==> config.mk <==
export PLATFORM = sky130hd
export DESIGN_NAME = thread_ready_queue_scheduler
export DESIGN_NICKNAME = d
export VERILOG_FILES = /design/src/rtl/trqs_pkg.sv /design/src/rtl/trqs_ctrl.sv /design/src/rtl/trqs_dp.sv /design/src/rtl/thread_ready_queue_scheduler.sv
export VERILOG_INCLUDE_DIRS = /design/src /design/src/rtl
export SDC_FILE = /design/constraint.sdc
export NUM_CORES = 1
export LEC_CHECK = 0
export BUFFER_PORTS_ARGS = -buffer_cell sky130_fd_sc_hd__buf_2
export CELL_PAD_IN_SITES_DETAIL_PLACEMENT = 0
export CELL_PAD_IN_SITES_GLOBAL_PLACEMENT = 1
export CORE_MARGIN = 1
export CORE_UTILIZATION = 55
export CTS_BUF_LIST = sky130_fd_sc_hd__clkbuf_16
export DETAILED_ROUTE_END_ITERATION = 10
export PLACE_DENSITY_LB_ADDON = 0.12
export SETUP_SLACK_MARGIN = 0.1
export SLEW_MARGIN = 10
export SYNTH_ARGS = -nofsm -noshare
export SYNTH_HDL_FRONTEND = slang
export SYNTH_SLANG_ARGS = --single-unit
==> constraint.sdc <==
create_clock -name clk -period 13.5 [get_ports clk]
set_input_delay 1.35 -clock clk [delete_from_list [all_inputs] [get_ports clk]]
set_output_delay 1.35 -clock clk [all_outputs]
set_load 0.01 [all_outputs]
==> src/rtl/thread_ready_queue_scheduler_macros.svh <==
// ----------------------------------------------------------------------------
// Assertion macros for the thread ready queue scheduler
// Shared concurrent assertion forms, reset-qualified.
// ----------------------------------------------------------------------------
`ifndef THREAD_READY_QUEUE_SCHEDULER_MACROS_SVH
`define THREAD_READY_QUEUE_SCHEDULER_MACROS_SVH

// same-cycle implication
`define TRQS_ASSERT_IMPL(lbl, clk, rstn, ante, cons) \
    lbl: assert property (@(posedge clk) disable iff (!rstn) (ante) |-> (cons)) \
        else $error("scheduler assertion failed");

// next-cycle implication
`define TRQS_ASSERT_NEXT(lbl, clk, rstn, ante, cons) \
    lbl: assert property (@(posedge clk) disable iff (!rstn) (ante) |=> (cons)) \
        else $error("scheduler assertion failed");

`endif

==> src/rtl/trqs_pkg.sv <==
// ----------------------------------------------------------------------------
// trqs_pkg
// Types, codes and helper functions of the thread ready queue scheduler.
// ----------------------------------------------------------------------------
package trqs_pkg;

    localparam int MAX_THREADS = 16;
    localparam int IDX_W       = $clog2(MAX_THREADS);
    localparam int CNT_W       = $clog2(MAX_THREADS + 1);

    localparam int TID_W   = 4;
    localparam int NS_W    = 3;
    localparam int REQ_W   = 3;
    localparam int TICK_W  = 32;
    localparam int BT_W    = 16;
    localparam int CNTF_W  = 5;
    localparam int S_DATA_W = 72;
    localparam int M_DATA_W = 24;

    localparam logic [REQ_W-1:0] REQ_ADMIT = 3'd0;
    localparam logic [REQ_W-1:0] REQ_SET   = 3'd1;
    localparam logic [REQ_W-1:0] REQ_SCHED = 3'd2;
    localparam logic [REQ_W-1:0] REQ_TICK  = 3'd3;
    localparam logic [REQ_W-1:0] REQ_PURGE = 3'd4;

    localparam logic [BT_W-1:0] BACKUP_TIME_RST = 16'd10;

    typedef enum logic [2:0] {
        TS_READY   = 3'd0,
        TS_ACTIVE  = 3'd1,
        TS_SLEEP   = 3'd2,
        TS_BLOCKED = 3'd3,
        TS_DEAD    = 3'd4,
        TS_FREE    = 3'd7
    } tstate_t;

    typedef enum logic [2:0] {
        FSM_IDLE,
        FSM_DISPATCH,
        FSM_SCHED_PUT,
        FSM_SCHED_TAKE,
        FSM_WALK,
        FSM_FINISH
    } fsm_t;

    typedef struct packed {
        logic latch;
        logic do_admit;
        logic do_set;
        logic sched_put;
        logic sched_take;
        logic walk_init;
        logic walk_tick;   // with walk_init: tick walk, else purge walk
        logic walk_sched;  // with walk_init: flag all_done at end
        logic walk_step;
        logic walk_end;
        logic load_out;
    } cmd_t;

    typedef struct packed {
        logic [REQ_W-1:0] req;
        logic             ready_empty;
        logic             walk_last;
        logic             out_free;
    } status_t;

    // circular pointer advance, b below MAX_THREADS
    function automatic logic [IDX_W-1:0] ptr_add(logic [IDX_W-1:0] a, logic [CNT_W-1:0] b);
        logic [CNT_W:0] sum;
        sum = (CNT_W+1)'(a) + (CNT_W+1)'(b);
        if (sum >= (CNT_W+1)'(MAX_THREADS))
            sum = sum - (CNT_W+1)'(MAX_THREADS);
        return sum[IDX_W-1:0];
    endfunction

    function automatic logic [IDX_W-1:0] ptr_dec(logic [IDX_W-1:0] a);
        logic [IDX_W-1:0] r;
        if (a == '0)
            r = IDX_W'(MAX_THREADS - 1);
        else
            r = a - 1'b1;
        return r;
    endfunction

    function automatic logic tid_in_range(logic [TID_W-1:0] tid);
        return (IDX_W+TID_W+1)'(tid) < (IDX_W+TID_W+1)'(MAX_THREADS);
    endfunction

    function automatic logic [IDX_W-1:0] tid_to_slot(logic [TID_W-1:0] tid);
        logic [IDX_W+TID_W-1:0] w;
        w = (IDX_W+TID_W)'(tid);
        return w[IDX_W-1:0];
    endfunction

    function automatic logic [TID_W-1:0] slot_to_tid(logic [IDX_W-1:0] slot);
        logic [IDX_W+TID_W-1:0] w;
        w = (IDX_W+TID_W)'(slot);
        return w[TID_W-1:0];
    endfunction

    function automatic logic [CNTF_W-1:0] cnt_to_field(logic [CNT_W-1:0] c);
        logic [CNT_W+CNTF_W-1:0] w;
        w = (CNT_W+CNTF_W)'(c);
        return w[CNTF_W-1:0];
    endfunction

endpackage

==> src/rtl/trqs_ctrl.sv <==
// ----------------------------------------------------------------------------
// trqs_ctrl
// Sequencer: steps one request through the datapath and hands off the result.
// ----------------------------------------------------------------------------
module trqs_ctrl (
    input  logic              clk,
    input  logic              rst_n,
    input  logic              s_tvalid,
    output logic              s_tready,
    input  trqs_pkg::status_t status,
    output trqs_pkg::cmd_t    cmd
);

    trqs_pkg::fsm_t state_reg;
    trqs_pkg::fsm_t state_next;

    always_ff @(posedge clk or negedge rst_n)
    begin
        if (!rst_n)
            state_reg <= trqs_pkg::FSM_IDLE;
        else
            state_reg <= state_next;
    end

    always_comb
    begin
        state_next = state_reg;
        cmd        = '0;
        s_tready   = 1'b0;
        unique case (state_reg)
            trqs_pkg::FSM_IDLE:
            begin
                s_tready = 1'b1;
                if (s_tvalid)
                begin
                    cmd.latch  = 1'b1;
                    state_next = trqs_pkg::FSM_DISPATCH;
                end
            end
            trqs_pkg::FSM_DISPATCH:
            begin
                priority case (status.req)
                    trqs_pkg::REQ_ADMIT:
                    begin
                        cmd.do_admit = 1'b1;
                        state_next   = trqs_pkg::FSM_FINISH;
                    end
                    trqs_pkg::REQ_SET:
                    begin
                        cmd.do_set = 1'b1;
                        state_next = trqs_pkg::FSM_FINISH;
                    end
                    trqs_pkg::REQ_SCHED:
                        state_next = trqs_pkg::FSM_SCHED_PUT;
                    trqs_pkg::REQ_TICK:
                    begin
                        cmd.walk_init = 1'b1;
                        cmd.walk_tick = 1'b1;
                        state_next    = trqs_pkg::FSM_WALK;
                    end
                    trqs_pkg::REQ_PURGE:
                    begin
                        cmd.walk_init = 1'b1;
                        state_next    = trqs_pkg::FSM_WALK;
                    end
                    default:
                        state_next = trqs_pkg::FSM_FINISH;
                endcase
            end
            trqs_pkg::FSM_SCHED_PUT:
            begin
                cmd.sched_put = 1'b1;
                state_next    = trqs_pkg::FSM_SCHED_TAKE;
            end
            trqs_pkg::FSM_SCHED_TAKE:
            begin
                if (!status.ready_empty)
                begin
                    cmd.sched_take = 1'b1;
                    state_next     = trqs_pkg::FSM_FINISH;
                end
                else
                begin
                    cmd.walk_init  = 1'b1;
                    cmd.walk_sched = 1'b1;
                    state_next     = trqs_pkg::FSM_WALK;
                end
            end
            trqs_pkg::FSM_WALK:
            begin
                if (status.walk_last)
                begin
                    cmd.walk_end = 1'b1;
                    state_next   = trqs_pkg::FSM_FINISH;
                end
                else
                    cmd.walk_step = 1'b1;
            end
            trqs_pkg::FSM_FINISH:
            begin
                if (status.out_free)
                begin
                    cmd.load_out = 1'b1;
                    state_next   = trqs_pkg::FSM_IDLE;
                end
            end
            default:
                state_next = trqs_pkg::FSM_IDLE;
        endcase
    end

endmodule

==> src/rtl/trqs_dp.sv <==
// ----------------------------------------------------------------------------
// trqs_dp
// Slot tables, ready and other queues, walk unit and result register.
// ----------------------------------------------------------------------------
`include "thread_ready_queue_scheduler_macros.svh"

module trqs_dp (
    input  logic                              clk,
    input  logic                              rst_n,
    input  logic                              cfg_wr_en,
    input  logic [trqs_pkg::BT_W-1:0]         cfg_wr_data,
    input  logic [trqs_pkg::REQ_W-1:0]        s_tuser,
    input  logic [trqs_pkg::S_DATA_W-1:0]     s_tdata,
    output logic                              m_tvalid,
    input  logic                              m_tready,
    output logic [trqs_pkg::M_DATA_W-1:0]     m_tdata,
    input  trqs_pkg::cmd_t                    cmd,
    output trqs_pkg::status_t                 status
);

    localparam int IW = trqs_pkg::IDX_W;
    localparam int CW = trqs_pkg::CNT_W;
    localparam int TW = trqs_pkg::TICK_W;
    localparam int N  = trqs_pkg::MAX_THREADS;

    // configuration
    logic [trqs_pkg::BT_W-1:0] bt_reg;

    // latched request
    logic [trqs_pkg::REQ_W-1:0] req_reg;
    logic [trqs_pkg::TID_W-1:0] tid_reg;
    logic [trqs_pkg::NS_W-1:0]  ns_reg;
    logic [TW-1:0]              sl_reg;
    logic [TW-1:0]              el_reg;

    // per-slot tables
    trqs_pkg::tstate_t slot_st[N];
    logic [TW-1:0]     slot_sl[N];

    // ready deque and other list, circular
    logic [IW-1:0] rq[N];
    logic [IW-1:0] oq[N];
    logic [IW-1:0] rh_reg, rh_next;
    logic [CW-1:0] rc_reg, rc_next;
    logic [IW-1:0] oh_reg, oh_next;
    logic [CW-1:0] oc_reg, oc_next;

    logic          run_valid_reg, run_valid_next;
    logic [IW-1:0] run_reg, run_next;

    // walk unit
    logic [CW-1:0] i_reg, i_next;
    logic [CW-1:0] w_reg, w_next;
    logic          wtick_reg;
    logic          wsched_reg;
    logic [TW-1:0] d_reg;

    logic err_reg, err_next;
    logic done_reg, done_next;

    // table write ports
    logic              st_we;
    logic [IW-1:0]     st_wa;
    trqs_pkg::tstate_t st_wd;
    logic              sl_we;
    logic [IW-1:0]     sl_wa;
    logic [TW-1:0]     sl_wd;
    logic              rq_we;
    logic [IW-1:0]     rq_wa;
    logic [IW-1:0]     rq_wd;
    logic              oq_we;
    logic [IW-1:0]     oq_wa;
    logic [IW-1:0]     oq_wd;

    // read side
    logic [IW-1:0]     st_ra;
    trqs_pkg::tstate_t st_rd;
    logic [TW-1:0]     sl_rd;
    logic [IW-1:0]     sid;
    logic              sid_ok;
    logic [IW-1:0]     walk_slot;
    logic [IW-1:0]     rtail;
    logic              wake;
    logic              move;
    logic              drop;
    logic [trqs_pkg::BT_W:0] lim;

    logic                        m_valid_reg;
    logic [trqs_pkg::M_DATA_W-1:0] m_data_reg;
    logic [CW+1:0]               occ_total;

    assign sid       = trqs_pkg::tid_to_slot(tid_reg);
    assign sid_ok    = trqs_pkg::tid_in_range(tid_reg);
    assign walk_slot = oq[trqs_pkg::ptr_add(oh_reg, i_reg)];
    assign rtail     = trqs_pkg::ptr_add(rh_reg, rc_reg);
    assign lim       = {bt_reg, 1'b0};

    always_comb
    begin
        priority if (cmd.sched_put)
            st_ra = run_reg;
        else if (cmd.walk_step)
            st_ra = walk_slot;
        else
            st_ra = sid;
    end
    assign st_rd = slot_st[st_ra];
    assign sl_rd = slot_sl[st_ra];

    assign status.req         = req_reg;
    assign status.ready_empty = (rc_reg == '0);
    assign status.walk_last   = (i_reg == oc_reg);
    assign status.out_free    = !m_valid_reg || m_tready;

    always_comb
    begin
        rh_next        = rh_reg;
        rc_next        = rc_reg;
        oh_next        = oh_reg;
        oc_next        = oc_reg;
        run_valid_next = run_valid_reg;
        run_next       = run_reg;
        i_next         = i_reg;
        w_next         = w_reg;
        err_next       = err_reg;
        done_next      = done_reg;
        st_we = 1'b0; st_wa = st_ra; st_wd = trqs_pkg::TS_READY;
        sl_we = 1'b0; sl_wa = st_ra; sl_wd = '0;
        rq_we = 1'b0; rq_wa = rtail; rq_wd = st_ra;
        oq_we = 1'b0; oq_wa = trqs_pkg::ptr_add(oh_reg, w_reg); oq_wd = walk_slot;
        wake  = 1'b0;
        move  = 1'b0;
        drop  = 1'b0;

        if (cmd.latch)
        begin
            err_next  = 1'b0;
            done_next = 1'b0;
        end

        if (cmd.do_admit)
        begin
            if (!sid_ok || st_rd != trqs_pkg::TS_FREE)
                err_next = 1'b1;
            else
            begin
                st_we   = 1'b1;
                sl_we   = 1'b1;
                rq_we   = 1'b1;
                rc_next = rc_reg + 1'b1;
            end
        end

        if (cmd.do_set)
        begin
            if (!sid_ok || st_rd == trqs_pkg::TS_FREE)
                err_next = 1'b1;
            else if (ns_reg <= 3'(trqs_pkg::TS_DEAD))
            begin
                st_we = 1'b1;
                st_wd = trqs_pkg::tstate_t'(ns_reg);
                if (ns_reg == 3'(trqs_pkg::TS_SLEEP))
                begin
                    sl_we = 1'b1;
                    sl_wd = sl_reg;
                end
            end
        end

        if (cmd.sched_put && run_valid_reg)
        begin
            run_valid_next = 1'b0;
            if (st_rd == trqs_pkg::TS_ACTIVE)
            begin
                st_we   = 1'b1;
                rq_we   = 1'b1;
                rc_next = rc_reg + 1'b1;
            end
            else
            begin
                // current thread goes to the front of the other list
                oh_next = trqs_pkg::ptr_dec(oh_reg);
                oq_we   = 1'b1;
                oq_wa   = oh_next;
                oq_wd   = run_reg;
                oc_next = oc_reg + 1'b1;
            end
        end

        if (cmd.sched_take)
        begin
            run_valid_next = 1'b1;
            run_next       = rq[rh_reg];
            st_we          = 1'b1;
            st_wa          = rq[rh_reg];
            st_wd          = trqs_pkg::TS_ACTIVE;
            rh_next        = trqs_pkg::ptr_add(rh_reg, CW'(1));
            rc_next        = rc_reg - 1'b1;
        end

        if (cmd.walk_init)
        begin
            i_next = '0;
            w_next = '0;
        end

        if (cmd.walk_step)
        begin
            i_next = i_reg + 1'b1;
            if (wtick_reg)
            begin
                if (st_rd == trqs_pkg::TS_SLEEP)
                begin
                    sl_we = 1'b1;
                    if (sl_rd > d_reg)
                        sl_wd = sl_rd - d_reg;
                    else
                    begin
                        wake  = 1'b1;
                        st_we = 1'b1;
                    end
                end
                move = wake || (st_rd == trqs_pkg::TS_READY);
            end
            else if (st_rd == trqs_pkg::TS_DEAD)
            begin
                drop  = 1'b1;
                st_we = 1'b1;
                st_wd = trqs_pkg::TS_FREE;
                sl_we = 1'b1;
            end

            if (move)
            begin
                // woken or ready: onto the front of the ready queue
                rh_next = trqs_pkg::ptr_dec(rh_reg);
                rq_we   = 1'b1;
                rq_wa   = rh_next;
                rc_next = rc_reg + 1'b1;
            end
            else if (!drop)
            begin
                oq_we  = 1'b1;
                w_next = w_reg + 1'b1;
            end
        end

        if (cmd.walk_end)
        begin
            oc_next = w_reg;
            if (wsched_reg)
                done_next = (w_reg == '0);
        end
    end

    always_ff @(posedge clk or negedge rst_n)
    begin
        if (!rst_n)
        begin
            bt_reg        <= trqs_pkg::BACKUP_TIME_RST;
            rh_reg        <= '0;
            rc_reg        <= '0;
            oh_reg        <= '0;
            oc_reg        <= '0;
            run_valid_reg <= 1'b0;
            run_reg       <= '0;
            i_reg         <= '0;
            w_reg         <= '0;
            err_reg       <= 1'b0;
            done_reg      <= 1'b0;
            m_valid_reg   <= 1'b0;
            for (int k = 0; k < N; k++)
                slot_st[k] <= trqs_pkg::TS_FREE;
        end
        else
        begin
            if (cfg_wr_en)
                bt_reg <= cfg_wr_data;
            rh_reg        <= rh_next;
            rc_reg        <= rc_next;
            oh_reg        <= oh_next;
            oc_reg        <= oc_next;
            run_valid_reg <= run_valid_next;
            run_reg       <= run_next;
            i_reg         <= i_next;
            w_reg         <= w_next;
            err_reg       <= err_next;
            done_reg      <= done_next;
            if (st_we)
                slot_st[st_wa] <= st_wd;
            if (cmd.load_out)
                m_valid_reg <= 1'b1;
            else if (m_tready)
                m_valid_reg <= 1'b0;
        end
    end

    always_ff @(posedge clk)
    begin
        if (cmd.latch)
        begin
            req_reg <= s_tuser;
            tid_reg <= s_tdata[3:0];
            ns_reg  <= s_tdata[6:4];
            sl_reg  <= s_tdata[38:7];
            el_reg  <= s_tdata[70:39];
        end
        if (cmd.walk_init)
        begin
            wtick_reg  <= cmd.walk_tick;
            wsched_reg <= cmd.walk_sched;
            // elapsed time clamped to twice the timer period
            d_reg      <= (el_reg > TW'(lim)) ? TW'(lim) : el_reg;
        end
        if (sl_we)
            slot_sl[sl_wa] <= sl_wd;
        if (rq_we)
            rq[rq_wa] <= rq_wd;
        if (oq_we)
            oq[oq_wa] <= oq_wd;
        if (cmd.load_out)
            m_data_reg <= {7'd0, err_reg, done_reg,
                           trqs_pkg::cnt_to_field(oc_reg),
                           trqs_pkg::cnt_to_field(rc_reg),
                           run_valid_reg ? trqs_pkg::slot_to_tid(run_reg) : 4'd0,
                           run_valid_reg};
    end

    assign m_tvalid = m_valid_reg;
    assign m_tdata  = m_data_reg;

    // during a walk, moved entries are already counted in rc but oc is only
    // settled at the end of the walk
    assign occ_total = (CW+2)'(rc_reg) + (CW+2)'(oc_reg) + (CW+2)'(run_valid_reg);

    `TRQS_ASSERT_IMPL(a_occupancy, clk, rst_n, !(cmd.walk_step || cmd.walk_end), occ_total <= (CW+2)'(N))
    `TRQS_ASSERT_IMPL(a_walk_compact, clk, rst_n, cmd.walk_step, w_reg <= i_reg)
    `TRQS_ASSERT_IMPL(a_out_free, clk, rst_n, cmd.load_out, !m_valid_reg || m_tready)
    `TRQS_ASSERT_NEXT(a_take_runs, clk, rst_n, cmd.sched_take, run_valid_reg)

endmodule

==> src/rtl/thread_ready_queue_scheduler.sv <==
// ----------------------------------------------------------------------------
// thread_ready_queue_scheduler
// Round-robin thread scheduler with sleep timers over a fixed set of slots.
// ----------------------------------------------------------------------------
// One request is taken at a time and gives exactly one result beat showing
// the scheduler state after it. Admit, set-state and unknown requests go from
// dispatch straight to finish; schedule first puts back the running thread,
// then takes the head of the ready queue. Tick and purge walk the other list
// one entry per cycle, and so does a schedule that finds nothing ready. A
// result that is still held in the output register keeps the request waiting
// in the finish state. The next request is accepted as soon as the result is
// placed in the output register, even if that beat has not yet been taken.
// backup_time resets to 10 and is written by cfg_wr_en/cfg_wr_data; the user
// must write it only while idle, the block itself does not enforce this.
module thread_ready_queue_scheduler (
    input  logic        clk,
    input  logic        rst_n,
    input  logic        cfg_wr_en,
    input  logic [15:0] cfg_wr_data,  // backup_time
    input  logic        s_tvalid,
    output logic        s_tready,
    input  logic [71:0] s_tdata,      // thread_id, new_state, sleep_ticks, elapsed_ticks
    input  logic [2:0]  s_tuser,      // req_type
    output logic        m_tvalid,
    input  logic        m_tready,
    output logic [23:0] m_tdata       // current_valid, current_thread, ready_count,
                                      // other_count, all_done, req_error
);

    trqs_pkg::cmd_t    cmd;
    trqs_pkg::status_t status;

    trqs_ctrl u_ctrl (
        .clk      (clk),
        .rst_n    (rst_n),
        .s_tvalid (s_tvalid),
        .s_tready (s_tready),
        .status   (status),
        .cmd      (cmd)
    );

    trqs_dp u_dp (
        .clk         (clk),
        .rst_n       (rst_n),
        .cfg_wr_en   (cfg_wr_en),
        .cfg_wr_data (cfg_wr_data),
        .s_tuser     (s_tuser),
        .s_tdata     (s_tdata),
        .m_tvalid    (m_tvalid),
        .m_tready    (m_tready),
        .m_tdata     (m_tdata),
        .cmd         (cmd),
        .status      (status)
    );

endmodule

==> qor.txt <==
I/O Buffers: 113
Hold Path Class: reg -> reg
Total Routing Usage GR: 26.0%
status: finished clean
number of fill cells in the layout: 5172
die area: 70100 um2
Worst Path Arrival: 11030 ps
Initial Util: 56.0%
Cells after DPL: 3784
die height: 265 um
initial antenna violation count: 0
num rows: 95
CP Capture Type: register
DRC Markers: 0
DP Worst Slack: 2960 ps
Rel. slew slack: 15.6%
CTS tree: built
synthesized area: 38000 um2
clock latency on the worst-skew pair: 630 ps
asr flop ratio synth: 11.9%
largest registers: u_dp.slot_sl: 512 flops, u_dp.oq: 64 flops, u_dp.rq: 64 flops
CP Launch Type: register
RSZ-0062 raised after global routing: false
ys flop type: edfxtp_1
Max-Cap Viols: 0
Final Hold Vio Count: 0
Synth area leaders: edfxtp_1 (61%), nand2_1 (6.4%), dfrtp_1 (3.5%), dfstp_2 (3.5%), and3_1 (2.3%)
Final min period: 10750 ps
sequential area share after synthesis: 67.5%
Synth Register Bits: 868
core area: 67800 um2
TritonCTS Buffers: 89
H-tree depth: 3
Biggest register: u_dp.slot_sl
Worst-Margin Slew: 1260 ps
global route overflow: 0
Final GP Congestion: 0.818
Setup Buffers After CTS: 0
dpl hpwl: 51.5 mm
Root Driver: clkbuf_16
max reg flops: 512
drt total wl: 90.4 mm
Setup WS post-layout: 2750 ps
Net count, final: 3170
largest net degree at the start of global routing: 161
Synth top cells by count: edfxtp_1 (765), nand2_1 (647), and3_1 (142)
Worst Skew: 21.9 ps
worst endpoint required time: 13780 ps
Clock transition at path regs: 60 ps
Max Fclk: 93.0 MHz
CP Class: reg -> reg
DR pass1 iterations: 5
number of antenna diodes: 0
Die W: 265 um
Synth top area share: 60.5%
syn_area_per_cell: 13.1 um2
Post-Layout Inst Area: 42200 um2
power per cell area: 253 nW/um2
worst-path maximum fanout: 68
Detailed Route Iter0 Violations: 1966
Synth area leader: edfxtp_1
CTS Hold Bufs: 0
Routed WL per cell: 22.9 um
most frequent cell on the critical path: a21oi_1
VDD IR max: 0.000232 V
cell leakage power: 0.0156 uW
final core occ: 62.2%
setup TNS: 0 ps
vias in the first global route: 23400
ratio of cells with drive above 1 in the final layout: 14.4%
Ys Warns: 0
Post-synth EDFFs: 765
count leader, synth: edfxtp_1
# setup viols final: 0
ANT nets after route: 0
first-pass GRT wire length: 138 mm
# clock sinks: 868
Max Root-Sink Buffers: 3
Post-CTS Resized: 0
Slew Viols, Final: 0
Crit path largest cell delay: 1070 ps
I/O Pins: 122
crit path max-delay cell type: a2111oi_4
final non-filler cell total: 3944
vias per inst: 6.02
Syn-to-layout area delta: 11.1%
post-synth cell types: 91
placed inst area: 39500 um2
Mapped Cells: 2893
fraction of the cycle the final worst path needs: 79.6%
Vias: 23700
[cell type report]
cell class,count,area (um2),area share (%)
Sequential cell,868,25600,60.7
Multi-Input combinational cell,1801,11600,27.4
Clock buffer,90,2250,5.34
Tap cell,873,1090,2.59
Timing Repair Buffer,158,931,2.21
Clock inverter,70,387,0.917
Inverter,84,328,0.777
[stage by stage]
step	hold WS [ps]	power, uW
after global placement	432	8340
after detailed placement	444	8460
after CTS	439	10700
after floorplan	425	7140
final	444	10700
after global routing	454	11300
[path summary, 6_finish.rpt]
path                       slack [ps]                to  cells after the start          start
max                              2750     u_dp.rq[2][0]                     26  u_dp.i_reg[0]
min reg2reg                       440  u_dp.m_tdata[15]                      0  u_dp.done_reg
min                               440  u_dp.m_tdata[15]                      0  u_dp.done_reg
max in group asynchronous       11530  u_dp.slot_st[14]                      2          rst_n
max reg2reg                      2750     u_dp.rq[2][0]                     26  u_dp.i_reg[0]
min in group asynchronous         850    u_dp.rh_reg[3]                      1          rst_n
[worst max-delay path, delay by kind of cell, from the launching register on]
kind	cells	cell delay, ps
simple gates	4	880
compound gates	14	5030
flops	1	450
fa+ha+maj	3	1740
mux	3	820
buf+inv	2	1380
[metal layers]
layer  up-vias  global-route usage, %  routed length, um
met4         0                   9.33               3060
met2       741                   44.6              45200
met1     11900                   34.2              37300
met5         -                      0                  0
li1      10900                      -                  -
met3       192                   3.46               4820
[where the power goes]
part           total [uW]  internal [uW]  switching (uW)
Clock                2240           1260             984
Combinational        5070           1800            3270
Sequential           3370           3230             140
[placed cells by master (no fill, tap or decap), types with 8 or more instances in the layout]
| cell type | count |
|---|---|
| xor2_1 | 23 |
| o21ai_0 | 47 |
| dfstp_2 | 50 |
| mux4_2 | 36 |
| buf_4 | 44 |
| a21o_1 | 27 |
| nand2b_1 | 12 |
| mux2_1 | 50 |
| xnor2_1 | 29 |
| dfrtp_1 | 53 |
| conb_1 | 22 |
| nand2_1 | 647 |
| inv_1 | 102 |
| nand3_1 | 32 |
| nor2b_1 | 8 |
| nor3_1 | 16 |
| o21a_1 | 9 |
| clkinv_2 | 14 |
| nor2_1 | 74 |
| a21oi_1 | 124 |
| a211oi_1 | 36 |
| a311oi_1 | 66 |
| edfxtp_1 | 765 |
| o21ai_1 | 33 |
| nand3_2 | 12 |
| clkbuf_16 | 90 |
| a31oi_1 | 79 |
| ha_1 | 68 |
| and2_1 | 11 |
| and3_1 | 142 |
| mux2i_1 | 36 |
| nor2_4 | 12 |
| o31ai_1 | 8 |
| mux2_2 | 22 |
| nand4_1 | 14 |
| buf_2 | 112 |
| clkinv_1 | 27 |
[cell families (layout without fill, tap and decap cells)]
group | after synthesis | count (layout) | synth area share [%]
XOR/XNOR | 54 | 54 | 1.29
buffers and inverters | 245 | 402 | 2.66
multiplexers | 149 | 149 | 5.49
AND/OR/NAND/NOR | 1026 | 1026 | 12.3
adder cells (fa/ha/maj) | 72 | 72 | 2.45
flip-flops | 868 | 868 | 67.5
other | 1 | 22 | 0.00988
AO/OA/AOI/OAI | 478 | 478 | 8.31
(Power assumes the default switching activity.)
